### src/design/conv_output_tile_shape_defines.svh
// Assertion helpers for conv_output_tile_shape.
// Both sample on clk_i and are off while rst_ni is low.
`ifndef CONV_OUTPUT_TILE_SHAPE_DEFINES_SVH
`define CONV_OUTPUT_TILE_SHAPE_DEFINES_SVH

// Same-cycle implication.
`define CTILE_ASSERT_IMPL(name, ante, cons) \
  name: assert property (@(posedge clk_i) disable iff (!rst_ni) (ante) |-> (cons)) \
    else $error("conv_output_tile_shape: assertion failed");

// Next-cycle implication.
`define CTILE_ASSERT_NEXT(name, ante, cons) \
  name: assert property (@(posedge clk_i) disable iff (!rst_ni) (ante) |=> (cons)) \
    else $error("conv_output_tile_shape: assertion failed");

`endif

### src/design/ctile_pkg.sv
`default_nettype none

package ctile_pkg;

  localparam int unsigned NUM_COLS = 4;   // columns in convolution mode, 1..16

  localparam int unsigned DimW  = 12;     // out_height, out_width, tile counts
  localparam int unsigned TileW = 8;      // tile_height, tile_width_per_col
  localparam int unsigned ActW  = 5;      // active column count
  localparam int unsigned DivW  = 12;     // shared divider width

  typedef enum logic [1:0] {
    DSEL_H = 2'd0,   // out_height / tile_height
    DSEL_W = 2'd1,   // out_width / full tile width
    DSEL_S = 2'd2    // partial width / candidate column count
  } div_sel_e;

  typedef struct packed {
    logic     load;         // latch a new item, clear results
    logic     start;        // launch the divider
    div_sel_e sel;          // divider operand select
    logic     cap_h;        // capture height results
    logic     cap_w;        // capture width results
    logic     cap_pw_quot;  // partial width per col = quotient, act = candidate
    logic     cap_pw_part;  // partial width per col = partial width, act = 1
    logic     act_dec;      // try the next lower column count
    logic     out_load;     // move results into the output register
  } ctile_cmd_t;

  typedef struct packed {
    logic err;        // a dimension or tile size is zero
    logic div_busy;
    logic div_done;
    logic rem_zero;   // divider remainder is zero
    logic act_eq2;    // candidate column count is two
  } ctile_sts_t;

endpackage

`default_nettype wire

### src/design/ctile_div.sv
`default_nettype none

// Restoring divider, one quotient bit per cycle.
module ctile_div (
  input  logic                      clk_i,
  input  logic                      rst_ni,
  input  logic                      start_i,
  input  logic [ctile_pkg::DivW-1:0] dividend_i,
  input  logic [ctile_pkg::DivW-1:0] divisor_i,
  output logic                      busy_o,
  output logic                      done_o,
  output logic [ctile_pkg::DivW-1:0] quot_o,
  output logic [ctile_pkg::DivW-1:0] rem_o
);
  import ctile_pkg::*;

  localparam int unsigned CntW = $clog2(DivW + 1);

  logic [CntW-1:0] cnt_q, cnt_d;
  logic            done_q, done_d;
  logic [DivW-1:0] rem_q, rem_d, quo_q, quo_d, dvs_q, dvs_d;
  logic [DivW:0]   trial, diff;
  logic            ge;

  always_comb begin
    trial = {rem_q, quo_q[DivW-1]};
    diff  = trial - {1'b0, dvs_q};
    ge    = !diff[DivW];
    cnt_d  = cnt_q;
    done_d = 1'b0;
    rem_d  = rem_q;
    quo_d  = quo_q;
    dvs_d  = dvs_q;
    if (start_i) begin
      cnt_d = CntW'(DivW);
      rem_d = '0;
      quo_d = dividend_i;
      dvs_d = divisor_i;
    end else if (cnt_q != '0) begin
      cnt_d  = cnt_q - 1'b1;
      done_d = (cnt_q == CntW'(1));
      rem_d  = ge ? diff[DivW-1:0] : trial[DivW-1:0];
      quo_d  = {quo_q[DivW-2:0], ge};
    end
  end

  always_ff @(posedge clk_i or negedge rst_ni) begin
    if (!rst_ni) begin
      cnt_q  <= '0;
      done_q <= 1'b0;
    end else begin
      cnt_q  <= cnt_d;
      done_q <= done_d;
    end
  end

  always_ff @(posedge clk_i) begin
    rem_q <= rem_d;
    quo_q <= quo_d;
    dvs_q <= dvs_d;
  end

  assign busy_o = (cnt_q != '0);
  assign done_o = done_q;
  assign quot_o = quo_q;
  assign rem_o  = rem_q;

endmodule

`default_nettype wire

### src/design/ctile_dp.sv
`default_nettype none

module ctile_dp (
  input  logic                          clk_i,
  input  logic                          rst_ni,
  input  logic [ctile_pkg::DimW-1:0]    out_height_i,
  input  logic [ctile_pkg::DimW-1:0]    out_width_i,
  input  logic [ctile_pkg::TileW-1:0]   tile_height_i,
  input  logic [ctile_pkg::TileW-1:0]   tile_width_per_col_i,
  input  logic                          is_conv_i,
  input  ctile_pkg::ctile_cmd_t         cmd_i,
  output ctile_pkg::ctile_sts_t         sts_o,
  output logic [ctile_pkg::DimW-1:0]    tiles_along_height_o,
  output logic [ctile_pkg::DimW-1:0]    full_tiles_along_height_o,
  output logic [ctile_pkg::TileW-1:0]   partial_height_o,
  output logic [ctile_pkg::DimW-1:0]    tiles_along_width_o,
  output logic [ctile_pkg::DimW-1:0]    full_tiles_along_width_o,
  output logic [ctile_pkg::DimW-1:0]    partial_width_per_col_o,
  output logic [ctile_pkg::ActW-1:0]    active_cols_partial_o,
  output logic                          error_o
);
  import ctile_pkg::*;

  // item operands
  logic [DimW-1:0]  oh_q, ow_q, fw_q, part_w_q;
  logic [TileW-1:0] th_q, tw_q;
  logic [ActW-1:0]  act_q;
  logic             err_q;
  // working results
  logic [DimW-1:0]  tiles_h_q, full_h_q, tiles_w_q, full_w_q, pwpc_q;
  logic [TileW-1:0] part_h_q;
  logic [ActW-1:0]  act_res_q;
  // output register
  logic [DimW-1:0]  o_tiles_h_q, o_full_h_q, o_tiles_w_q, o_full_w_q, o_pwpc_q;
  logic [TileW-1:0] o_part_h_q;
  logic [ActW-1:0]  o_act_q;
  logic             o_err_q;

  logic [DivW-1:0]  dvd, dvs, quot, rem;
  logic             div_busy, div_done;
  logic [DimW-1:0]  fw_d, quot_up;
  logic             in_err;

  assign in_err = (out_height_i == '0) || (out_width_i == '0) ||
                  (tile_height_i == '0) || (tile_width_per_col_i == '0);
  assign fw_d   = is_conv_i ? DimW'(DimW'(tile_width_per_col_i) * DimW'(NUM_COLS))
                            : DimW'(tile_width_per_col_i);

  always_comb begin
    case (cmd_i.sel)
      DSEL_H: begin
        dvd = oh_q;
        dvs = DivW'(th_q);
      end
      DSEL_W: begin
        dvd = ow_q;
        dvs = fw_q;
      end
      default: begin
        dvd = part_w_q;
        dvs = DivW'(act_q);
      end
    endcase
  end

  ctile_div u_div (
    .clk_i      (clk_i),
    .rst_ni     (rst_ni),
    .start_i    (cmd_i.start),
    .dividend_i (dvd),
    .divisor_i  (dvs),
    .busy_o     (div_busy),
    .done_o     (div_done),
    .quot_o     (quot),
    .rem_o      (rem)
  );

  // ceiling = floor + 1 when a remainder is left
  assign quot_up = quot + DimW'(rem != '0);

  always_ff @(posedge clk_i) begin
    if (cmd_i.load) begin
      oh_q      <= out_height_i;
      ow_q      <= out_width_i;
      th_q      <= tile_height_i;
      tw_q      <= tile_width_per_col_i;
      fw_q      <= fw_d;
      act_q     <= is_conv_i ? ActW'(NUM_COLS) : ActW'(1);
      err_q     <= in_err;
      tiles_h_q <= '0;
      full_h_q  <= '0;
      part_h_q  <= '0;
      tiles_w_q <= '0;
      full_w_q  <= '0;
      pwpc_q    <= '0;
      act_res_q <= '0;
    end
    if (cmd_i.cap_h) begin
      tiles_h_q <= quot_up;
      full_h_q  <= quot;
      part_h_q  <= rem[TileW-1:0];   // below tile_height
    end
    if (cmd_i.cap_w) begin
      tiles_w_q <= quot_up;
      full_w_q  <= quot;
      part_w_q  <= rem;
      pwpc_q    <= DimW'(tw_q);      // no partial width unless search overrides
      act_res_q <= '0;
    end
    if (cmd_i.cap_pw_quot) begin
      pwpc_q    <= quot;
      act_res_q <= act_q;
    end
    if (cmd_i.cap_pw_part) begin
      pwpc_q    <= part_w_q;
      act_res_q <= ActW'(1);
    end
    if (cmd_i.act_dec) begin
      act_q <= act_q - 1'b1;
    end
    if (cmd_i.out_load) begin
      o_tiles_h_q <= tiles_h_q;
      o_full_h_q  <= full_h_q;
      o_part_h_q  <= part_h_q;
      o_tiles_w_q <= tiles_w_q;
      o_full_w_q  <= full_w_q;
      o_pwpc_q    <= pwpc_q;
      o_act_q     <= act_res_q;
      o_err_q     <= err_q;
    end
  end

  assign sts_o.err      = err_q;
  assign sts_o.div_busy = div_busy;
  assign sts_o.div_done = div_done;
  assign sts_o.rem_zero = (rem == '0);
  assign sts_o.act_eq2  = (act_q == ActW'(2));

  assign tiles_along_height_o      = o_tiles_h_q;
  assign full_tiles_along_height_o = o_full_h_q;
  assign partial_height_o          = o_part_h_q;
  assign tiles_along_width_o       = o_tiles_w_q;
  assign full_tiles_along_width_o  = o_full_w_q;
  assign partial_width_per_col_o   = o_pwpc_q;
  assign active_cols_partial_o     = o_act_q;
  assign error_o                   = o_err_q;

endmodule

`default_nettype wire

### src/design/ctile_ctrl.sv
`default_nettype none

module ctile_ctrl (
  input  logic                  clk_i,
  input  logic                  rst_ni,
  input  logic                  in_valid_i,
  output logic                  in_ready_o,
  output logic                  out_valid_o,
  input  logic                  out_ready_i,
  output ctile_pkg::ctile_cmd_t cmd_o,
  input  ctile_pkg::ctile_sts_t sts_i
);
  import ctile_pkg::*;

  typedef enum logic [6:0] {
    S_IDLE    = 7'b0000001,
    S_CHECK   = 7'b0000010,
    S_DIV_H   = 7'b0000100,
    S_DIV_W   = 7'b0001000,
    S_SRCH_GO = 7'b0010000,
    S_SEARCH  = 7'b0100000,
    S_FINISH  = 7'b1000000
  } ctrl_state_e;

  ctrl_state_e state_q, state_d;
  logic        out_valid_q, out_valid_d;

  always_comb begin
    state_d    = state_q;
    cmd_o      = '0;
    cmd_o.sel  = DSEL_H;
    in_ready_o = 1'b0;
    unique case (state_q)
      S_IDLE: begin
        in_ready_o = 1'b1;
        if (in_valid_i) begin
          cmd_o.load = 1'b1;
          state_d    = S_CHECK;
        end
      end
      S_CHECK: begin
        if (sts_i.err) begin
          state_d = S_FINISH;
        end else begin
          cmd_o.start = 1'b1;
          cmd_o.sel   = DSEL_H;
          state_d     = S_DIV_H;
        end
      end
      S_DIV_H: begin
        if (sts_i.div_done) begin
          cmd_o.cap_h = 1'b1;
          cmd_o.start = 1'b1;
          cmd_o.sel   = DSEL_W;
          state_d     = S_DIV_W;
        end
      end
      S_DIV_W: begin
        if (sts_i.div_done) begin
          cmd_o.cap_w = 1'b1;
          state_d     = sts_i.rem_zero ? S_FINISH : S_SRCH_GO;
        end
      end
      S_SRCH_GO: begin
        cmd_o.start = 1'b1;
        cmd_o.sel   = DSEL_S;
        state_d     = S_SEARCH;
      end
      S_SEARCH: begin
        cmd_o.sel = DSEL_S;
        if (sts_i.div_done) begin
          if (sts_i.rem_zero) begin
            cmd_o.cap_pw_quot = 1'b1;
            state_d           = S_FINISH;
          end else if (sts_i.act_eq2) begin
            cmd_o.cap_pw_part = 1'b1;
            state_d           = S_FINISH;
          end else begin
            cmd_o.act_dec = 1'b1;
            state_d       = S_SRCH_GO;
          end
        end
      end
      S_FINISH: begin
        if (!out_valid_q || out_ready_i) begin
          cmd_o.out_load = 1'b1;
          state_d        = S_IDLE;
        end
      end
      default: begin
        state_d = S_IDLE;
      end
    endcase
  end

  always_comb begin
    out_valid_d = out_valid_q;
    if (out_valid_q && out_ready_i) begin
      out_valid_d = 1'b0;
    end
    if (cmd_o.out_load) begin
      out_valid_d = 1'b1;
    end
  end

  always_ff @(posedge clk_i or negedge rst_ni) begin
    if (!rst_ni) begin
      state_q     <= S_IDLE;
      out_valid_q <= 1'b0;
    end else begin
      state_q     <= state_d;
      out_valid_q <= out_valid_d;
    end
  end

  assign out_valid_o = out_valid_q;

endmodule

`default_nettype wire

### src/design/conv_output_tile_shape.sv
// Tile shape calculator for one layer's output map. Takes the output height and
// width, the full tile height, the full tile width per column and a convolution
// flag (convolution uses NUM_COLS columns, otherwise one), and returns ceiling
// and floor tile counts along each axis, the partial tile height, and the
// partial width spread over the largest column count (not above the column
// count) that divides it evenly. With no partial width the width per column is
// the full per-column width and the active column count is 0. Any zero
// dimension or tile size gives error = 1 with every other field 0.
// One item is in flight at a time; the next is taken as soon as the current
// one has moved into the output register, even if that result is still
// waiting to be taken. Timing is set by a single shared 12-bit restoring
// divider that yields one quotient bit per cycle. Each item has its fields
// checked, then runs the height and the width division, then, when the width
// leaves a remainder, the partial-width search tries one column count per
// division (up to NUM_COLS - 1 tries in convolution mode, one otherwise), and
// finally its result is loaded into the output register, waiting while the
// previous result has not been taken. The next transfer can be taken in the
// cycle after the result is loaded. An item with a zero field skips the
// divisions and goes from the field check straight to the output register.
`default_nettype none

`include "conv_output_tile_shape_defines.svh"

module conv_output_tile_shape (
  input  logic                        clk_i,
  input  logic                        rst_ni,
  // input channel
  input  logic                        in_valid_i,
  output logic                        in_ready_o,
  input  logic [ctile_pkg::DimW-1:0]  out_height_i,
  input  logic [ctile_pkg::DimW-1:0]  out_width_i,
  input  logic [ctile_pkg::TileW-1:0] tile_height_i,
  input  logic [ctile_pkg::TileW-1:0] tile_width_per_col_i,
  input  logic                        is_conv_i,
  // result channel
  output logic                        out_valid_o,
  input  logic                        out_ready_i,
  output logic [ctile_pkg::DimW-1:0]  tiles_along_height_o,
  output logic [ctile_pkg::DimW-1:0]  full_tiles_along_height_o,
  output logic [ctile_pkg::TileW-1:0] partial_height_o,
  output logic [ctile_pkg::DimW-1:0]  tiles_along_width_o,
  output logic [ctile_pkg::DimW-1:0]  full_tiles_along_width_o,
  output logic [ctile_pkg::DimW-1:0]  partial_width_per_col_o,
  output logic [ctile_pkg::ActW-1:0]  active_cols_partial_o,
  output logic                        error_o
);
  import ctile_pkg::*;

  ctile_cmd_t cmd;
  ctile_sts_t sts;

  // sequencer: walks height, width and column-search divisions
  ctile_ctrl u_ctrl (
    .clk_i       (clk_i),
    .rst_ni      (rst_ni),
    .in_valid_i  (in_valid_i),
    .in_ready_o  (in_ready_o),
    .out_valid_o (out_valid_o),
    .out_ready_i (out_ready_i),
    .cmd_o       (cmd),
    .sts_i       (sts)
  );

  // operands, shared divider, result and output registers
  ctile_dp u_dp (
    .clk_i                     (clk_i),
    .rst_ni                    (rst_ni),
    .out_height_i              (out_height_i),
    .out_width_i               (out_width_i),
    .tile_height_i             (tile_height_i),
    .tile_width_per_col_i      (tile_width_per_col_i),
    .is_conv_i                 (is_conv_i),
    .cmd_i                     (cmd),
    .sts_o                     (sts),
    .tiles_along_height_o      (tiles_along_height_o),
    .full_tiles_along_height_o (full_tiles_along_height_o),
    .partial_height_o          (partial_height_o),
    .tiles_along_width_o       (tiles_along_width_o),
    .full_tiles_along_width_o  (full_tiles_along_width_o),
    .partial_width_per_col_o   (partial_width_per_col_o),
    .active_cols_partial_o     (active_cols_partial_o),
    .error_o                   (error_o)
  );

  // one item at a time: no second transfer right after the first
  `CTILE_ASSERT_NEXT(a_one_in_flight, in_valid_i && in_ready_o, !in_ready_o)

  // the divider is never relaunched mid-division
  `CTILE_ASSERT_IMPL(a_div_idle_on_start, cmd.start, !sts.div_busy)

  // an error result carries only zeros
  `CTILE_ASSERT_IMPL(a_err_zero, out_valid_o && error_o,
    tiles_along_height_o == '0 && full_tiles_along_height_o == '0 &&
    partial_height_o == '0 && tiles_along_width_o == '0 &&
    full_tiles_along_width_o == '0 && partial_width_per_col_o == '0 &&
    active_cols_partial_o == '0)

  // ceiling is floor or floor plus one, and a partial tile never uses
  // more than the column count
  `CTILE_ASSERT_IMPL(a_counts_consistent, out_valid_o && !error_o,
    (tiles_along_height_o == full_tiles_along_height_o ||
     tiles_along_height_o == DimW'(full_tiles_along_height_o + 1'b1)) &&
    (tiles_along_width_o == full_tiles_along_width_o ||
     tiles_along_width_o == DimW'(full_tiles_along_width_o + 1'b1)) &&
    active_cols_partial_o <= ActW'(NUM_COLS))

endmodule

`default_nettype wire

### config.mk
export PLATFORM = sky130hd
export DESIGN_NAME = conv_output_tile_shape
export DESIGN_NICKNAME = d
export VERILOG_FILES = /design/src/design/ctile_pkg.sv /design/src/design/ctile_div.sv /design/src/design/ctile_dp.sv /design/src/design/ctile_ctrl.sv /design/src/design/conv_output_tile_shape.sv
export VERILOG_INCLUDE_DIRS = /design/src /design/src/design
export SDC_FILE = /design/constraint.sdc
export NUM_CORES = 1
export LEC_CHECK = 0
export BUFFER_PORTS_ARGS = -buffer_cell sky130_fd_sc_hd__buf_2
export CAP_MARGIN = 20
export CORE_MARGIN = 5
export CORE_UTILIZATION = 25
export CTS_CLUSTER_SIZE = 12
export DETAILED_ROUTE_END_ITERATION = 10
export PLACE_DENSITY = 0.52
export SLEW_MARGIN = 20
export SYNTH_ARGS = -nofsm -noshare
export SYNTH_HDL_FRONTEND = slang
export SYNTH_SLANG_ARGS = --single-unit
### constraint.sdc
create_clock -name clk_i -period 11.7 [get_ports clk_i]
set_input_delay 1.17 -clock clk_i [delete_from_list [all_inputs] [get_ports clk_i]]
set_output_delay 1.17 -clock clk_i [all_outputs]
set_load 0.03 [all_outputs]
-- After elaboration in Yosys (flattened, before gate mapping)
Index checks and enable logic that the tools add are counted.
- flip-flop bits (word level): 266
- latch bits: 0
- RAM bits: 0
- bits in read-only memories: 0
- input port bits: 45
- output and inout port bits: 76
- word-level logic and storage cells: 131
- memories: 0
- $add $sub $neg: 4
- multipliers: 0
- divide/modulo/power cells: 0
- $lt $le $gt $ge: 0
- eq/ne operators: 15
- shifts and indexed selects: 0
- multiplexer cells: 56
- bitwise operators: 0
- reduce and logical (&&, ||, !) cells: 24
- operator list (kind ; number):
    $mux W12 ; 11
    $mux W7 ; 9
    $pmux W7 S7 ; 1
    $pmux W12 S2 ; 2
    $logic_not A12 Y1 ; 3
    $mux W5 ; 5
    $mux W8 ; 3
    $logic_not A8 Y1 ; 2
    $mux W1 ; 15
    $sub A13 B12 Y13 ; 1
    $add A12 B1 Y12 ; 1
    $mux W3 ; 4
    $mux W4 ; 3
    $reduce_bool A12 Y1 ; 1
    $reduce_bool A2 Y1 ; 5
    $ne A2 B1 Y1 const B ; 4
    $reduce_bool A4 Y1 ; 2
    $eq A7 B1 Y1 const B ; 1
    $eq A7 B2 Y1 const B ; 1
    $eq A7 B3 Y1 const B ; 1
    $eq A7 B4 Y1 const B ; 1
    $eq A7 B5 Y1 const B ; 1
    $eq A7 B6 Y1 const B ; 1
    $eq A7 B7 Y1 const B ; 1
    other kinds (16) ; 20

-- Depth between registers and ports, before layout
- depth after elaboration: 7
- depth in mapped cells: 11
- mapped depth without buffers: 10

-- Modules after synthesis
A second synthesis with hierarchy kept.
- cells, all modules: 788
- area total of the unflattened synthesis: 11071.9 µm²
- by module, submodules not included (module ; instances ; cells an instance ; area an instance (µm²) ; seq. area each (µm²)):
    ctile_dp ; 1 ; 489 ; 8089.0 ; 6406.1
    ctile_div ; 1 ; 231 ; 2419.8 ; 1086.0
    ctile_ctrl ; 1 ; 68 ; 563.0 ; 201.4

-- Worst setup path after synthesis
No wires, ideal clock.
- path type: input -> register
- start: input out_ready_i
- end: register u_dp.o_act_q[0] (netlist: u_dp.active_cols_partial_o[0]) (enable)
- library setup time: 0.514 ns
- data arrival time: 4.599 ns
- data required time: 11.186 ns
- slack: 6.586 ns
- stages: 2
- path buffers: 0
- cells stage by stage: nand2b_1 -> nor2b_1
- RTL lines (item ; RTL line ; RTL):
    start: declaration ; conv_output_tile_shape.sv:37 ; input logic out_ready_i,
    end signal: assignment ; ctile_dp.sv:128 ; o_act_q <= act_res_q;
    end: declaration ; ctile_dp.sv:36 ; logic [ActW-1:0] o_act_q;

-- Worst setup path in the final report
- start: register u_ctrl.state_q[6]
- end: register u_dp.u_div.quo_q[8] (netlist: u_dp.u_div.quot_o[8]) (data pin)
- word-level cells in the longest chain between the ends: 6
- elaborated cells on any way between the ends: 11
- those cells by class: eq/ne: 5; mux: 4; reduce/logical: 2
- RTL lines (item ; RTL line ; RTL):
    start: declaration ; ctile_ctrl.sv:25 ; ctrl_state_e state_q, state_d;
    start signal: assignment ; ctile_ctrl.sv:111 ; state_q <= state_d;
    $eq A7 B6 Y1 / $eq A7 B5 Y1 (equally long branches) ; ctile_ctrl.sv:33 ; unique case (state_q)
    $reduce_or A2 Y1 (no source line) ; - ;
    $pmux W2 S3 ; ctile_ctrl.sv:33 ;
    $eq A2 B1 Y1 / $logic_not A2 Y1 (equally long branches) ; ctile_dp.sv:50 ; case (cmd_i.sel)
    $pmux W12 S2 ; ctile_dp.sv:50 ;
    $mux W12 * ; ctile_div.sv:34 ; if (start_i) begin
    net u_dp.u_div.quo_d[8] ; ctile_div.sv:21 ; logic [DivW-1:0] rem_q, rem_d, quo_q, quo_d, dvs_q, dvs_d;
    end signal: assignment ; ctile_div.sv:59 ; quo_q <= quo_d;
    end: declaration ; ctile_div.sv:21 ;
The timed path passes the listed nets; every way through them passes the cells marked *.
A chain may end at the register's enable or synchronous reset.

==> results <==
- The flow ran to the end, and the final reports show no timing, DRC or antenna violations.
- The final critical-path required period is 3.39 ns.
- The CTS H-tree depth is 1.
- The count of final max-slew check failures is 0.
- The capturing element type of the critical path is a register.
- The portion of synthesized area spent on multiplexers is 0.0155.
- For this design, the CTS-stage hold fixing added 0 buffers.
- The area of the mapped netlist is approximately 11,000 um^2.
- The synthesized area per cell is between 10 and 15 um^2.
- In this run, synthesis produced a sequential element count of ~260.
- The number of sinks handled by clock tree synthesis is approximately 260.
- The via count of the first global-routing pass is about 6,300.
- The number of buffer and inverter instances along the worst setup path is 1.
- The largest family of logic cells by synthesized area is simple AND/OR/NAND/NOR gates.
- In the global route stage, met2 resource usage came out at 0.171.
- The iteration count of the initial detailed-routing pass is 5.
- In the routed layout, each cell is associated on average with a via count of around 4.4.
- Of the total synthesized cell area, the portion taken by AND, OR, NAND and NOR gates is 0.113.
- Once detail routing completed, the nets flagged for antenna violations numbered 0.
- The number of I/O port buffers is 120.
- The share of the cycle needed by the critical path after routing is 0.290.
- After clock tree synthesis, the setup repair step added 0 buffers.
- The peak clock frequency supported by timing is just under 300 MHz.
- The final weighted congestion of routability-driven global placement is about 0.83.
- Entering global routing, the biggest net connects 71 pins.
- Synthesis produced a netlist with a net count of 785.
- The slew at the pin closest to its max-slew limit is between 1 and 1.5 ns.
- Grouping stages by cell kind, the critical path spends the most delay in simple AND/OR/NAND/NOR gates.
- The xor/xnor share of the synthesized area is 0.0207.
- Compared with the post-synthesis result, the final layout area differs by 20.2%.
- Overall power consumption after layout is estimated at between 1.5 and 2 mW.
- The fraction of the mapped netlist area in compound gates was 0.0781.
- After global routing the overflow that remains totals 0.
- The post-layout worst setup margin is 8.31 ns.
- Yosys printed 0 warnings.
- The final routed wirelength across all metal layers is ~25,000 um.
- Ranked by total cell area, the synthesized netlist is headed by sky130_fd_sc_hd__edfxtp_1, sky130_fd_sc_hd__dfxtp_1, sky130_fd_sc_hd__dfrtp_1.
- The core region is approximately 42,000 um^2.
- The later-pin clock latency in the skew report is 0.56 ns.
- Dividing the detail-routed wire length by the instance count gives about 18 um.
- Setup repair after global routing left no endpoint under its margin.
- The data arrival at the endpoint of the critical path is ~3.7 ns.
- The dominant synthesized flop cell is sky130_fd_sc_hd__edfxtp_1.
- Clock-pin slew was measured on the worst setup and hold paths at approximately 0.06 ns.
- The maximum buffer depth of the clock tree is 3.
- TritonCTS built the clock tree.
- Between clock sinks in the finished design, the worst skew comes to between 0.009 and 0.01 ns.
- STA classifies the critical path startpoint as a register.
- At the worst endpoint, the required time is between 10 and 15 ns.
- The number of gates resized after CTS is 0.
- The share of synthesized area in the top cell type comes to 0.662.
- The filler cells instantiated in the layout total between 4,000 and 5,000.
- The antenna diode count is 0.
- The first-pass GRT wire length is slightly below 40,000 um.
- The async set-reset flop share out of synthesis is 0.0496.
- The die is 215 um wide.
- In this run, the number of DRC markers left after iteration 0 of detailed routing was 507.
- For this design the top-level I/O count stands at about 120.
- Headroom to the max-slew limit came out at 0.324.
- The initial standard-cell utilization of the core is 0.252.
- The cell count after placement is 1,358.
- On the worst path, the slowest cell contributes a delay of ~0.7 ns.
- The root buffer cell chosen for the clock tree is sky130_fd_sc_hd__clkbuf_16.
- The overall fraction of global-route tracks in use is 0.107.
- The largest total area in the synthesized netlist belongs to sky130_fd_sc_hd__edfxtp_1.
- The path class of the tightest hold or removal check is reg -> reg.
- The routed layout has a little over 6,000 vias.
- The routing usage on met3 is 0.0250.
- Synthesis instantiated 65 different standard cells from the library.
- After detailed routing, the number of remaining DRC violations is 0.
- The layer flagged by global routing as most heavily used is met2.
- The number of antenna violations at the first check in global routing came to 1.
- The floorplan die height is about 220 um.
- Clock tree synthesis inserted a total of 29 buffers.
- The final HPWL from detailed placement is between 15,000 and 20,000 um.
- The finished layout holds approximately 1,400 standard cells, fillers aside.
- The type of the setup path with the least slack is reg -> reg.
- Max-cap violations in this run came to 0.
- The number of nets in the layout is between 900 and 1,000.
- In the global route stage, met1 resource usage came out at 0.151.
- The count of flip-flops with a built-in enable after synthesis is approximately 230.
- The count of endpoints failing setup in the final report is 0.
- The fraction of the mapped netlist area in adder cells is 0.0209.
- The count of endpoints failing hold in the final timing report is 0.
- The signal on the critical path passes through nor3_2 -> nor3b_4 -> nand3_1 -> and2_1 -> inv_2 -> a31oi_1.
- The reported leakage power is 4.08 nW.
- The floorplan has 75 rows.
- Of the synthesized area, sequential elements account for 0.726.
- The die covers around 46,000 um^2.
- Summed over all failing endpoints, the final setup total negative slack is 0 ns.
- The power density normalized to cell area is 153 nW/um^2.
- The fraction of final layout cells with drive strength greater than 1 is 0.214.
- The cell count after synthesis is ~720.
- The cell with the largest stage delay on the worst path is sky130_fd_sc_hd__inv_2.
- The worst-case IR drop observed on VDD is 0.000108 V.
- The largest fanout on the critical path is 48.
- The worst slack after detailed placement is 7.97 ns.
-- metrics by stage --
step	hold WS (ns)	utilization	area, um^2
5_1_grt	0.421	0.303	12600
4_1_cts	0.416	0.303	12600
3_5_place_dp	0.405	0.280	11700
6_report	0.417	0.303	12600
3_3_place_gp	0.406	0.280	11700
2_1_floorplan	0.400	-	10500
-- worst register-to-register path, delay by kind of cell, from the launching register on --
kind | cells | cell delay [ns]
buffers and inverters | 1 | 0.70
AO/OA/AOI/OAI | 1 | 0.21
flip-flops | 1 | 0.39
AND/OR/NAND/NOR | 4 | 1.79
-- metal layers --
metal / wire length, um / vias to the layer above
li1: - / 2967
met1: 11400 / 3005
met2: 11600 / 193
met3: 1720 / 31
met4: 435 / 0
met5: 0 / -
-- synthesized netlist by cell type (15+ instances only) --
library cell	instances
sky130_fd_sc_hd__nor2_1	71
sky130_fd_sc_hd__a31oi_1	15
sky130_fd_sc_hd__and2_1	40
sky130_fd_sc_hd__dfxtp_1	17
sky130_fd_sc_hd__nand3_1	19
sky130_fd_sc_hd__nand2_1	46
sky130_fd_sc_hd__ha_1	16
sky130_fd_sc_hd__a22oi_1	18
sky130_fd_sc_hd__clkbuf_1	17
sky130_fd_sc_hd__edfxtp_1	232
sky130_fd_sc_hd__inv_1	32
-- cell usage in the layout (no fill, tap or decap), types with 15 or more instances in the layout --
| cell type | n |
|---|---|
| sky130_fd_sc_hd__a31oi_1 | 15 |
| sky130_fd_sc_hd__clkbuf_16 | 29 |
| sky130_fd_sc_hd__and2_1 | 40 |
| sky130_fd_sc_hd__inv_1 | 30 |
| sky130_fd_sc_hd__ha_1 | 16 |
| sky130_fd_sc_hd__edfxtp_1 | 232 |
| sky130_fd_sc_hd__dfxtp_1 | 17 |
| sky130_fd_sc_hd__nand2_1 | 45 |
| sky130_fd_sc_hd__buf_2 | 120 |
| sky130_fd_sc_hd__nand3_1 | 19 |
| sky130_fd_sc_hd__nor2_1 | 70 |
| sky130_fd_sc_hd__a22oi_1 | 18 |
-- logic make-up after synthesis --
kind of cell | Yosys count
flip-flops | 262
AND/OR/NAND/NOR | 232
AO/OA/AOI/OAI | 110
buffers and inverters | 63
XOR/XNOR | 24
adder cells (fa/ha/maj) | 17
multiplexers | 15
-- worst paths after layout --
path	start	end	slack (ns)	cells after the start
setup reg to reg	u_ctrl.state_q[6]$_DFFE_PN0P_	u_dp.u_div.quot_o[8]$_DFFE_PP_	8.31	6
max in group asynchronous	rst_ni	u_ctrl.state_q[0]$_DFFE_PN1P_	10.90	1
setup / recovery	u_ctrl.state_q[6]$_DFFE_PN0P_	u_dp.u_div.quot_o[8]$_DFFE_PP_	8.31	6
min in group asynchronous	rst_ni	u_ctrl.state_q[3]$_DFFE_PN0P_	0.50	1
hold / removal	u_dp.full_h_q[3]$_SDFFCE_PN0P_	u_dp.full_tiles_along_height_o[3]$_DFFE_PP_	0.42	0
hold reg to reg	u_dp.full_h_q[3]$_SDFFCE_PN0P_	u_dp.full_tiles_along_height_o[3]$_DFFE_PP_	0.42	0
-- power breakdown --
| group | switching [mW] | internal [mW] |
|---|---|---|
| Sequential | 0.00000000000000000812 | 1.01 |
| Clock | 0.360 | 0.548 |
| Combinational | 0.0103 | 0.00771 |
| Total | 0.370 | 1.56 |
-- final cells by class --
cell class	instances	area [um^2]	area share
Sequential cell	262	7630	0.604
Timing Repair Buffer	126	646	0.0510
Clock inverter	12	176	0.0139
Tap cell	539	674	0.0533
Multi-Input combinational cell	398	2620	0.207
Clock buffer	41	771	0.0609
Inverter	33	125	0.00989
No activity file was read; power rests on OpenSTA's default activity.
